### config.mk
export PLATFORM = sky130hd
export DESIGN_NAME = wildcard_component_match
export DESIGN_NICKNAME = d
export VERILOG_FILES = /design/src/rtl/wcm_pkg.sv /design/src/rtl/wcm_step.sv /design/src/rtl/wildcard_component_match.sv
export SDC_FILE = /design/constraint.sdc
export NUM_CORES = 1
export LEC_CHECK = 0
export BUFFER_PORTS_ARGS = -buffer_cell sky130_fd_sc_hd__buf_2
export CAP_MARGIN = 20
export CELL_PAD_IN_SITES_DETAIL_PLACEMENT = 1
export CELL_PAD_IN_SITES_GLOBAL_PLACEMENT = 1
export CORE_AREA = 5 5 171 173
export CTS_CLUSTER_SIZE = 24
export DETAILED_ROUTE_END_ITERATION = 6
export DIE_AREA = 0 0 176 178
export GPL_TIMING_DRIVEN = 0
export PLACE_DENSITY_LB_ADDON = 0.3
export SYNTH_ARGS = -nofsm -noshare
export SYNTH_HDL_FRONTEND = slang
export SYNTH_SLANG_ARGS = --single-unit
export TNS_END_PERCENT = 50
### constraint.sdc
create_clock -name clk_i -period 3.4 [get_ports clk_i]
set_clock_uncertainty 0.15 [all_clocks]
set_input_delay 0.51 -clock clk_i [delete_from_list [all_inputs] [get_ports clk_i]]
set_output_delay 0.51 -clock clk_i [all_outputs]
set_load 0.1 [all_outputs]
### src/rtl/wcm_pkg.sv
`timescale 1ns / 1ps
`default_nettype none
// ----------------------------------------------------------------------------
// Wildcard component match package
// Shared constants: wildcard byte codes, command codes, register indexes and widths.
// ----------------------------------------------------------------------------
package wcm_pkg;

  // Pattern bytes with a special meaning.
  localparam logic [7:0] STAR_BYTE = 8'h2A;
  localparam logic [7:0] ANY_BYTE  = 8'h3F;

  // Input command codes.
  localparam logic CMD_BYTE = 1'b0;
  localparam logic CMD_END  = 1'b1;

  // Configuration register indexes (address bits 4 to 3).
  localparam logic [1:0] REG_PATTERN_LOW  = 2'd0;
  localparam logic [1:0] REG_PATTERN_HIGH = 2'd1;
  localparam logic [1:0] REG_PATTERN_LEN  = 2'd2;

  // Register widths.
  localparam int unsigned PatternWidth = 128;
  localparam int unsigned LenRegWidth  = 5;
  localparam int unsigned DataWidth    = 64;
  localparam int unsigned AddrWidth    = 5;

endpackage
`default_nettype wire

### src/rtl/wcm_step.sv
`timescale 1ns / 1ps
`default_nettype none
// ----------------------------------------------------------------------------
// Wildcard component match: active-set update
// Bit-parallel next-state logic for the set of active pattern positions,
// including the empty-run closure over '*' bytes and the start set.
// ----------------------------------------------------------------------------
module wcm_step #(
  parameter int unsigned PATTERN_MAX = 16,
  parameter int unsigned SetWidth    = PATTERN_MAX + 1,
  parameter int unsigned LenWidth    = $clog2(PATTERN_MAX + 1)
) (
  input  wire logic [wcm_pkg::PatternWidth-1:0] pattern_i,
  input  wire logic [LenWidth-1:0]              len_used_i,
  input  wire logic [SetWidth-1:0]              cur_set_i,
  input  wire logic [7:0]                       text_byte_i,
  output logic      [SetWidth-1:0]              next_set_o,
  output logic      [SetWidth-1:0]              start_set_o
);

  logic [PATTERN_MAX-1:0] star_m;
  logic [PATTERN_MAX-1:0] adv_m;
  logic [SetWidth-1:0]    step_set;

  // Position j is reachable from an active position i when bytes i to j-1 are all '*'.
  function automatic logic [SetWidth-1:0] closure(input logic [SetWidth-1:0]    s,
                                                  input logic [PATTERN_MAX-1:0] st);
    logic [SetWidth-1:0] r;
    logic                run;
    begin
      r = '0;
      for (int j = 0; j < int'(SetWidth); j++) begin
        r[j] = s[j];
        run  = 1'b1;
        for (int i = j - 1; i >= 0; i--) begin
          run  = run & st[i];
          r[j] = r[j] | (s[i] & run);
        end
      end
      closure = r;
    end
  endfunction

  // Per-position byte classification against the current text byte.
  always_comb begin
    logic [7:0] pbyte;
    logic       in_use;
    for (int i = 0; i < int'(PATTERN_MAX); i++) begin
      pbyte     = pattern_i[8*i +: 8];
      in_use    = (LenWidth'(i) < len_used_i);
      star_m[i] = in_use && (pbyte == wcm_pkg::STAR_BYTE);
      adv_m[i]  = in_use && (pbyte != wcm_pkg::STAR_BYTE) &&
                  ((pbyte == wcm_pkg::ANY_BYTE) || (pbyte == text_byte_i));
    end
  end

  // A star keeps its position; a matching byte moves one position on.
  assign step_set = (cur_set_i & {1'b0, star_m}) |
                    {cur_set_i[PATTERN_MAX-1:0] & adv_m, 1'b0};

  assign next_set_o  = closure(step_set, star_m);
  assign start_set_o = closure(SetWidth'(1), star_m);

endmodule
`default_nettype wire

### src/rtl/wildcard_component_match.sv
`timescale 1ns / 1ps
`default_nettype none
// ----------------------------------------------------------------------------
// Wildcard component match
// Matches a streamed text, one byte per beat, against a configured glob
// pattern of up to PATTERN_MAX bytes with '*' and '?' wildcards.
// ----------------------------------------------------------------------------
// Throughput: one input beat per cycle, text bytes and end-of-text alike, except
// that an end-of-text beat waits in the input register while the output is full.
// Path: an accepted end-of-text beat passes the input register, then the result
// register. The active-set register updates once per text byte, which sets the rate.
// Reset: pattern registers and length clear to zero, the active set returns
// to the start set, and both pipeline stages are empty.
module wildcard_component_match #(
  parameter int unsigned PATTERN_MAX = 16
) (
  input  wire logic                           clk_i,
  input  wire logic                           rst_ni,
  // Configuration port
  input  wire logic                           psel,
  input  wire logic                           penable,
  input  wire logic                           pwrite,
  input  wire logic [wcm_pkg::AddrWidth-1:0]  paddr,
  input  wire logic [wcm_pkg::DataWidth-1:0]  pwdata,
  output logic      [wcm_pkg::DataWidth-1:0]  prdata,
  output logic                                pready,
  // Input channel
  input  wire logic                           in_valid_i,
  output logic                                in_ready_o,
  input  wire logic                           cmd_i,
  input  wire logic [7:0]                     text_byte_i,
  // Output channel
  output logic                                out_valid_o,
  input  wire logic                           out_ready_i,
  output logic                                matched_o
);

  localparam int unsigned SetWidth = PATTERN_MAX + 1;
  localparam int unsigned LenWidth = $clog2(PATTERN_MAX + 1);

  // Configuration registers
  logic [63:0]                       pat_low_q;
  logic [63:0]                       pat_high_q;
  logic [wcm_pkg::LenRegWidth-1:0]   pat_len_q;
  logic [1:0]                        reg_idx;
  logic                              cfg_wr;
  logic                              cfg_hit;

  // Pipeline and state
  logic                s1_valid_q, s1_valid_d;
  logic                s1_cmd_q;
  logic [7:0]          s1_byte_q;
  logic                s1_go;
  logic                out_free;
  logic                in_fire;
  logic                out_valid_q, out_valid_d;
  logic                matched_q;
  logic [SetWidth-1:0] active_q;
  logic                fresh_q;
  logic [SetWidth-1:0] cur_set;
  logic [SetWidth-1:0] next_set;
  logic [SetWidth-1:0] start_set;
  logic [LenWidth-1:0] len_used;

  // APB write decode; the register is picked by address bits 4 to 3.
  assign pready  = 1'b1;
  assign reg_idx = paddr[4:3];
  assign cfg_wr  = psel && penable && pwrite && pready;

  always_comb begin
    unique case (reg_idx)
      wcm_pkg::REG_PATTERN_LOW:  cfg_hit = 1'b1;
      wcm_pkg::REG_PATTERN_HIGH: cfg_hit = 1'b1;
      wcm_pkg::REG_PATTERN_LEN:  cfg_hit = 1'b1;
      default:                   cfg_hit = 1'b0;
    endcase
  end

  always_ff @(posedge clk_i or negedge rst_ni) begin
    if (!rst_ni) begin
      pat_low_q  <= '0;
      pat_high_q <= '0;
      pat_len_q  <= '0;
    end else if (cfg_wr) begin
      unique case (reg_idx)
        wcm_pkg::REG_PATTERN_LOW:  pat_low_q  <= pwdata;
        wcm_pkg::REG_PATTERN_HIGH: pat_high_q <= pwdata;
        wcm_pkg::REG_PATTERN_LEN:  pat_len_q  <= pwdata[wcm_pkg::LenRegWidth-1:0];
        default: ;
      endcase
    end
  end

  // APB read-back.
  always_comb begin
    unique case (reg_idx)
      wcm_pkg::REG_PATTERN_LOW:  prdata = pat_low_q;
      wcm_pkg::REG_PATTERN_HIGH: prdata = pat_high_q;
      wcm_pkg::REG_PATTERN_LEN:  prdata = wcm_pkg::DataWidth'(pat_len_q);
      default:                   prdata = '0;
    endcase
  end

  // Length in use, capped at the pattern capacity.
  assign len_used = (pat_len_q > wcm_pkg::LenRegWidth'(PATTERN_MAX)) ?
                    LenWidth'(PATTERN_MAX) : LenWidth'(pat_len_q);

  // Handshake: the input stage only stalls on an end-of-text beat with a full output.
  assign out_free   = !out_valid_q || out_ready_i;
  assign s1_go      = s1_valid_q && ((s1_cmd_q == wcm_pkg::CMD_BYTE) || out_free);
  assign in_ready_o = !s1_valid_q || s1_go;
  assign in_fire    = in_valid_i && in_ready_o;
  assign s1_valid_d = in_fire ? 1'b1 : (s1_go ? 1'b0 : s1_valid_q);

  // Input register.
  always_ff @(posedge clk_i or negedge rst_ni) begin
    if (!rst_ni) begin
      s1_valid_q <= 1'b0;
    end else begin
      s1_valid_q <= s1_valid_d;
    end
  end

  always_ff @(posedge clk_i) begin
    if (in_fire) begin
      s1_cmd_q  <= cmd_i;
      s1_byte_q <= text_byte_i;
    end
  end

  // The current set is the start set until the first byte of a string.
  assign cur_set = fresh_q ? start_set : active_q;

  wcm_step #(
    .PATTERN_MAX (PATTERN_MAX)
  ) u_step (
    .pattern_i   ({pat_high_q, pat_low_q}),
    .len_used_i  (len_used),
    .cur_set_i   (cur_set),
    .text_byte_i (s1_byte_q),
    .next_set_o  (next_set),
    .start_set_o (start_set)
  );

  // Active-set register; a write to a pattern or length register, or an end of text, restarts the string.
  always_ff @(posedge clk_i or negedge rst_ni) begin
    if (!rst_ni) begin
      fresh_q  <= 1'b1;
      active_q <= '0;
    end else if (cfg_wr && cfg_hit) begin
      fresh_q  <= 1'b1;
    end else if (s1_go) begin
      if (s1_cmd_q == wcm_pkg::CMD_BYTE) begin
        fresh_q  <= 1'b0;
        active_q <= next_set;
      end else begin
        fresh_q  <= 1'b1;
      end
    end
  end

  // Result register.
  assign out_valid_d = (s1_go && (s1_cmd_q == wcm_pkg::CMD_END)) ? 1'b1 :
                       (out_ready_i ? 1'b0 : out_valid_q);

  always_ff @(posedge clk_i or negedge rst_ni) begin
    if (!rst_ni) begin
      out_valid_q <= 1'b0;
    end else begin
      out_valid_q <= out_valid_d;
    end
  end

  always_ff @(posedge clk_i) begin
    if (s1_go && (s1_cmd_q == wcm_pkg::CMD_END)) begin
      matched_q <= cur_set[len_used];
    end
  end

  assign out_valid_o = out_valid_q;
  assign matched_o   = matched_q;

  // The input side stalls only behind an end-of-text beat facing a full output.
  a_stall_cause : assert property (@(posedge clk_i) disable iff (!rst_ni)
    !in_ready_o |-> (s1_valid_q && (s1_cmd_q == wcm_pkg::CMD_END) &&
                     out_valid_q && !out_ready_i))
    else $error("input stalled without a blocked end-of-text beat");

  // A new result only comes from an end-of-text beat leaving the input stage.
  a_result_source : assert property (@(posedge clk_i) disable iff (!rst_ni)
    (out_valid_q && !$past(out_valid_q)) |->
      $past(s1_valid_q && (s1_cmd_q == wcm_pkg::CMD_END)))
    else $error("result appeared without an end-of-text beat");

  // A register write always restarts the string from the start set.
  a_cfg_restart : assert property (@(posedge clk_i) disable iff (!rst_ni)
    (cfg_wr && cfg_hit) |=> fresh_q)
    else $error("configuration write did not restart the active set");

  // A pending result is not lost while it waits for the consumer.
  a_result_hold : assert property (@(posedge clk_i) disable iff (!rst_ni)
    (out_valid_q && !out_ready_i) |=> (out_valid_q && $stable(matched_q)))
    else $error("stalled result changed or was dropped");

endmodule
`default_nettype wire
# Word-level counts from Yosys, hierarchy flattened
# Cells that the tools add are included.
[word_totals]
output_inout_bits = 68
register_bits = 163
in_bits = 85
elab_cells = 588
[op_classes]
n_mux = 13
reduce_logical = 84
n_lt_le_gt_ge = 18
bitwise_logic = 397
n_eq_ne = 66
[op_table]
columns = ["operator", "n"]
rows = [
  ["bitwise AND 1 bit", 256],
  ["== test 8 x 6 -> 1 bit (second input constant)", 32],
  ["case mux 64 bit (3 select lines)", 1],
  ["OR 1 bit", 136],
  ["== test 8 bit", 16],
  ["inequality test 8 x 6 -> 1 bit (second input constant)", 16],
  ["logical AND 1 bit", 54],
  ["< comparator 4 x 5 -> 1 bit (first input constant)", 8],
  ["< comparator 3 x 5 -> 1 bit (first input constant)", 4],
  ["logical OR 1 bit", 19],
  ["bitwise AND 17 x 16 -> 17 bit", 1],
  ["2-to-1 mux 17 bit", 1],
  ["OR 17 bit", 1],
  ["bitwise AND 16 bit", 1],
  ["< comparator 1 x 5 -> 1 bit (first input constant)", 2],
  ["< comparator 2 x 5 -> 1 bit (first input constant)", 2],
  ["2-to-1 mux 1 bit", 9],
  ["< comparator 5 x 6 -> 1 bit (second input constant)", 1],
  ["AND reduction 2 bit", 3],
  ["nonzero test 2 bit", 3],
  ["binary-select mux 1 bit (select 5 bit)", 1],
  ["> comparator 5 bit (second input constant)", 1],
  ["2-to-1 mux 5 bit", 1],
  ["AND reduction 3 bit", 1],
  ["other kinds (6)", 8],
]

# Logic depth before layout (Yosys ltp)
# Gate-level depths: netlist (run 1).
[depth]
word_depth = 39
depth_mapped = 11
mapped_depth_nobuf = 9

# Hierarchy
# Synthesis (run 1) repeated with hierarchy kept, for this count alone.
[hier_totals]
cells_unflattened = 1070
area_unflattened_um2 = 10816.6
[by_module_without_submodules]
columns = ["module", "n_inst", "area_each_um2", "cells_each", "seq_area_each_um2"]
rows = [
  ["wildcard_component_match", 1, 7393.3, 541, 4130.2],
  ["wcm_step", 1, 3423.3, 529, 0.0],
]

# Worst setup path after synthesis (run 1)
# No wires, ideal clock.
[synth_timing]
kind = "input -> output"
from = "input port paddr[4] (netlist bit)"
to = "output port prdata[0] (netlist bit)"
required_time_ns = 2.740
arrival_ns = 3.287
n_path_buf = 2
setup_slack_ns = -0.547
path_stages = 4
path_cell_list = "clkbuf_1 -> buf_1 -> mux2i_1 -> o21ai_0"
[synth_via]
elab_chain_len = 2
word_cells_on_any_way = 4
classes_between = "eq/ne: 2; mux: 1; reduce/logical: 1"
[synth_rtl]
columns = ["item", "line", "rtl"]
rows = [
  ["start, declared", "wildcard_component_match.sv:23", "input wire logic [wcm_pkg::AddrWidth-1:0] paddr,"],
  ["== test 2 bit (tied with other cells)", "wildcard_component_match.sv:96", "unique case (reg_idx)"],
  ["case mux 64 bit (3 select lines) *", "wildcard_component_match.sv:96", ""],
  ["end, declared", "wildcard_component_match.sv:25", "output logic [wcm_pkg::DataWidth-1:0] prdata,"],
]
# Every way passes the cells marked *; elsewhere a longest branch is shown, timed or not.

# Final worst setup path (run 1)
[layout_timing]
from = "register pat_low_q[10]"
to = "register matched_q, in the netlist matched_o, data pin"
[layout_via]
elab_chain_len = 7
word_cells_on_any_way = 34
classes_between = "eq/ne: 1; mux: 3; bitwise: 29; reduce/logical: 1"
[layout_rtl]
columns = ["item", "line", "rtl"]
rows = [
  ["start, declared", "wildcard_component_match.sv:42", "logic [63:0] pat_low_q;"],
  ["start signal, assigned", "wildcard_component_match.sv:86", "wcm_pkg::REG_PATTERN_LOW: pat_low_q <= pwdata;"],
  ["== test 8 x 6 -> 1 bit *", "wcm_step.sv:51", "star_m[i] = in_use && (pbyte == wcm_pkg::STAR_BYTE);"],
  ["logical AND 1 bit *", "wcm_step.sv:51", ""],
  ["bitwise AND 1 bit (2 in series)", "wcm_step.sv:36", "run = run & st[i];"],
  ["2-to-1 mux 17 bit *", "wildcard_component_match.sv:132", "assign cur_set = fresh_q ? start_set : active_q;"],
  ["binary-select mux 1 bit (select 5 bit) *", "wildcard_component_match.sv:176", "matched_q <= cur_set[len_used];"],
  ["2-to-1 mux 1 bit (implied by the code) *", "wildcard_component_match.sv:176", ""],
  ["end signal, assigned", "wildcard_component_match.sv:176", ""],
  ["end, declared", "wildcard_component_match.sv:57", "logic matched_q;"],
]
# Every way passes the cells marked *; elsewhere a longest branch is shown, timed or not. The select of a mux whose other input is x is not followed.
# A chain may end at the register's enable or synchronous reset.

==> flow_summary.ini, run 1 <==
[timing]
fmax_mhz = 293.1
worst_slew_pin_slew_ns = 1.251
period_share_pct = 100.4
slew_viol_final = 0
rsz0062_at_grt = yes
setup_ws_ns = -0.01237
max_slew_margin_pct = 15.45
fin_crit_ns = 3.412
finalSetupViolCount = 1
hold_viol = 0

[cts]
cts_tree = built
clkLatencyLatePin_ns = 0.44
htreeDepth = 4
cts_buffers = 17
cts.sinks = 163
root_buffer = clkbuf_16
cts_buffer_depth = 2
clk_pin_slew_worst_paths_ns = 0.07

[synthesis]
syn_nets = 1196
synth_edf_count = 10
synthFlopType = dfrtp_1
ys_warn_count = 0
ys_ff_latch = 163
netlist_top_cells_count = 152 x dfrtp_1, 129 x mux2_2, 122 x nor2_1, 96 x xnor2_1, 69 x nand2_1
netlist_area_um2 = 10800
yosysSeqAreaShare_pct = 38.23
ys_types = 74
syn_inst = 1111
ys_async_sr_fraction_pct = 93.87
yosysTopAreaCellShare_pct = 35.21
yosysTopAreaCell = dfrtp_1
avgSynthCellArea_um2 = 9.725
yosysMostFrequentCell = dfrtp_1
ys_top_cells_by_area = dfrtp_1 35%, mux2_2 13%, xnor2_1 7.8%

[status]
outcome = complete, but fails checks
violations = negative setup slack

[worst_setup_path]
start_kind = flip-flop
required_ns = 3.54
cp_max_fo = 7
worstSetupPathType = flip-flop to flip-flop
worstPathArrival_ns = 3.55
end_kind = flip-flop

[route]
route.detailed.drc = 0
first_iter_violations = 843
first_pass_iters = 5
via_count = 10097
drt-total-wl_um = 42290
detail-route-antenna-nets = 0
wl_per_cell_um = 25.40
viasPerCell = 6.064

[place]
place_inst = 1605
dpl_worst_slack_ns = -0.8964
portBuffers = 146
dp_hpwl_um = 31160
gp_congestion = 0.9393

[pwr]
p_per_area_nw_per_um2 = 596.2
ir_drop_uv = 357.9
power_leakage_nw = 5.537

[die]
design.core.area_um2 = 27480
die_w_um = 176
fp-row-count = 61
num_io_pins = 153
die_area_um2 = 31330
initial_core_util_pct = 39.32
die_h_um = 178

[global_route]
grt_max_degree = 100
grt_usage_pct = 26.60
grt_overflow_total = 0
antenna_found_initial = 2
grt_pass1_vias = 10632
grt_pass1_wl_um = 63890

[final_layout]
drive_gt1_share_pct = 37.15
finalNonFillerCells = 1665
multi_input_area_um2 = 6952
diodes = 0
fillers = 3130
finalNetCount = 1391
area_delta_synth_final_pct = 25.41
final-seq-area_um2 = 4145

[min_path]
hp-class = input pin to flip-flop

[flow_run]
drv_cap = 0
## stage by stage
| stage | util (%) | hold slack (ns) | power (W) | area (um^2) | setup TNS (ns) |
|---|---|---|---|---|---|
| finish | 49.31 | 0.09786 | 0.008078 | 13550 | -0.01237 |
| global route | 49.31 | 0.08749 | 0.008421 | 13550 | -0.5489 |
| CTS | 47.88 | 0.08916 | 0.007927 | 13160 | -0.1372 |
| detailed placement | 43.91 | 0.3216 | 0.005824 | 12060 | -19.78 |
| global placement | 43.76 | 0.3059 | 0.005722 | 12020 | -132.36 |
| floorplan | - | 0.06441 | 0.005032 | 10860 | -4.768 |
## final cells by class
type	count	area share, %
clock buffer	19	3.426
multi-input combinational	869	51.31
timing repair buffer	188	7.997
buffer	54	2.096
sequential	163	30.59
tap	346	3.195
inverter	13	0.3971
clock inverter	13	0.9881
## where the power goes
part           switching (W)  internal [W]
logic                0.00197       0.00108
clock network       0.000957       0.00104
registers           0.000666       0.00237
## flip-flops by register name, indices dropped and copies added, names as in the netlist
signal and count:
s1_cmd_q 1, pat_low_q 64, active_q 17, pat_len_q 5
pat_high_q 64, out_valid_o 1, s1_valid_q 1, matched_o 1
fresh_q 1, s1_byte_q 8
## cell usage in the layout (no fill, tap or decap), types with 9 or more instances in the layout
cell type  Yosys  final
xnor2_1       96     96
nand4_1       34     34
mux2_2       129    129
dfrtp_2        0     12
nand2_1       69     69
clkbuf_2       0      9
mux2i_1       66     66
buf_2          1    148
a21oi_1       39     34
clkbuf_16      0     18
nor4_1        21     17
nand3_1       22     20
inv_1         12     12
and2_1         9      9
edfxtp_1      10     10
xor2_1        32     32
clkbuf_1      55     26
nor2_1       122     95
dfrtp_1      152    140
nor2_2         0     27
buf_4          1     37
nor3_1        28     22
o21ai_0       31     25
## routing by layer
layer / track usage, % / vias up / share of wire [%]
met5: 0 / - / 0.064
met4: 9.747 / 4 / 3.0
met3: 4.154 / 91 / 6.1
met2: 43.70 / 387 / 48
met1: 35.74 / 5158 / 43
li1: - / 4457 / -
## worst paths after layout
| check | startpoint | endpoint | slack, ns | cells past startpoint |
|---|---|---|---|---|
| min reg2reg | active_q[8] | active_q[8] | 0.34 | 2 |
| min | cmd_i | s1_cmd_q | 0.1 | 1 |
| min in group asynchronous | rst_ni | pat_high_q[9] | 0.43 | 2 |
| max in group asynchronous | rst_ni | pat_len_q[3] | 1.80 | 3 |
| max reg2reg | pat_low_q[10] | matched_o | -0.01 | 10 |
| max | pat_low_q[10] | matched_o | -0.01 | 10 |
## cell families after synthesis
group                  after synthesis  share of synthesized area, %
AND/OR/NAND/NOR                    381                         18.32
multiplexers                       197                         19.98
flip-flops                         163                         38.23
AO/OA/AOI/OAI                      162                         10.27
XOR/XNOR                           128                         10.38
buffers and inverters               79                         2.791
other                                1                       0.03471
## critical path: stages, from the launching register on
cell,delay (ns)
dfrtp_2,0.45
or3_4,0.40
or4_4,0.54
buf_8,0.16
nor4_4,0.15
buf_6,0.20
a32oi_4,0.16
mux4_2,0.52
a221oi_2,0.31
a311oi_2,0.08
a21oi_2,0.15
## timing repair
item / CTS / global route
hold buffers: 1 / 0
setup endpoints to repair: 69 / 23
gates cloned: 0 / 1
gates resized for setup: 88 / 59
pin swaps: 13 / 25
hold endpoints to repair: 53 / 0
setup buffers: 19 / 19
No activity file was read; power rests on OpenSTA's default activity.
==> inputs of run 2 (changes only) <==
- REMOVE_ABC_BUFFERS: unset -> 1
==> flow_summary.ini, run 2 (synthesis results as in run 1) <==
[worst_setup_path]
rr_endpoint = matched_o
end_kind = flip-flop
cp_max_fo = 6
ff2ff_path_depth = 10
r2r_slack_ns = -0.18
worstPathArrival_ns = 3.68
required_ns = 3.51
regToRegStartpoint = pat_low_q[14]
start_kind = flip-flop
worstSetupPathType = flip-flop to flip-flop

[route]
drt-total-wl_um = 37770
via_count = 9580
detail-route-antenna-nets = 0
first_pass_iters = 5
first_iter_violations = 597
route.detailed.drc = 0
wl_per_cell_um = 22.93
viasPerCell = 5.817

[global_route]
grt_util_met1_pct = 31.98
grt_util_met2_pct = 40.21
grt_usage_pct = 23.61
grt_pass1_wl_um = 58080
antenna_found_initial = 0
grt_pass1_vias = 10070
gr-max-usage-layer = met2
grt_util_met3_pct = 2.713
grt_max_degree = 85
grt_overflow_total = 0

[final_layout]
diodes = 0
area_delta_synth_final_pct = 27.02
top_regs = pat_high_q: 64 flops, pat_low_q: 64 flops, active_q: 17 flops
final_common_cell = buf_2
fillers = 3133
layout_common_cells = 146 x buf_2, 142 x dfrtp_1, 129 x mux2_2
finalNonFillerCells = 1647
final_cell_area_um2 = 13720
drive_gt1_share_pct = 36.66
final_core_util_pct = 49.95
finalNetCount = 1373

[die]
die_area_um2 = 31330
die_w_um = 176
num_io_pins = 153
die_h_um = 178
initial_core_util_pct = 39.32
fp-row-count = 61
design.core.area_um2 = 27480

[min_path]
hp-class = input pin to flip-flop
min-delay-start = text_byte_i[3]
whs_endpoint = s1_byte_q[3]
min_path_cells = 1

[timing]
finalSetupViolCount = 8
period_share_pct = 105.2
max_slew_margin_pct = 30.49
worst_slew_pin_slew_ns = 1.028
slew_viol_final = 0
fmax_mhz = 279.6
fin_crit_ns = 3.577
rsz0062_at_grt = yes
hold_viol = 0
setup_ws_ns = -0.1768

[place]
dp_hpwl_um = 27080
gp_congestion = 0.9116
placed_cell_area_um2 = 12180
place_inst = 1562
dpl_worst_slack_ns = -1.128
portBuffers = 148

[cts]
clkLatencyLatePin_ns = 0.44
clk_pin_slew_worst_paths_ns = 0.07
cts_buffer_depth = 2
cts.sinks = 163
root_buffer = clkbuf_16
cts_tree = built
cts_buffers = 17
htreeDepth = 4

[pwr]
power_leakage_nw = 5.651
ir_drop_uv = 348.6
p_per_area_nw_per_um2 = 586.2

[status]
outcome = complete, but fails checks
violations = negative setup slack

[flow_run]
drv_cap = 0
==> run 2: repair_timing <==
item	in CTS	in global routing
cloned	1	0
setup buffers	29	23
resized for setup	69	40
endpoints found under the setup margin	16	14
pin swaps	24	26
endpoints found under the hold margin	68	0
hold buffers	1	0
==> run 2: layout make-up <==
cell class | instances | area (um^2) | share of cell area, %
clock inverter | 14 | 168.9 | 1.231
multi-input combinational | 870 | 6877 | 50.11
clock buffer | 18 | 439.2 | 3.200
inverter | 13 | 56.30 | 0.4103
tap | 346 | 432.9 | 3.155
sequential | 163 | 4150 | 30.24
timing repair buffer | 223 | 1599 | 11.65
==> run 2: worst max-delay path: stages (launching register included) <==
cell	delay, ns
dfrtp_2	0.43
or3b_4	0.42
or4_4	0.60
nor4_4	0.23
buf_6	0.18
buf_6	0.10
a32oi_4	0.13
mux4_2	0.55
a221oi_4	0.33
a311oi_2	0.07
a21oi_2	0.20
==> run 2: worst max path at each step <==
stage,slack (ns),startpoint,endpoint
floorplan,-2.88,pwrite,pat_high_q[0]
global placement,-7.89,paddr[3],pat_high_q[33]
detailed placement,-1.13,fresh_q,matched_o
CTS,-0.002,pat_low_q[60],matched_o
global route,-0.20,pat_low_q[14],matched_o
finish,-0.18,pat_low_q[14],matched_o
==> run 2: per-stage QoR <==
stage,setup TNS [ns],hold WS [ns],power (W)
final,-0.6335,0.09922,0.008045
after CTS,-0.002260,0.09012,0.007977
after floorplan,-343.32,0.06441,0.004958
after global placement,-1090.53,0.3139,0.005626
after detailed placement,-12.14,0.3207,0.005756
after global routing,-1.193,0.08679,0.008422
==> run 2: where the power goes <==
part	internal (W)	switching [W]	leakage, nW
clock	0.00113	0.000924	0.301
combinational	0.00109	0.00180	3.39
sequential	0.00237	0.000728	1.96
==> run 2: layer usage <==
| layer | up-vias | wire (um) |
|---|---|---|
| met1 | 4874 | 16970 |
| met4 | 0 | 728 |
| met2 | 244 | 18580 |
| li1 | 4416 | - |
| met3 | 46 | 1483 |
| met5 | - | 0 |
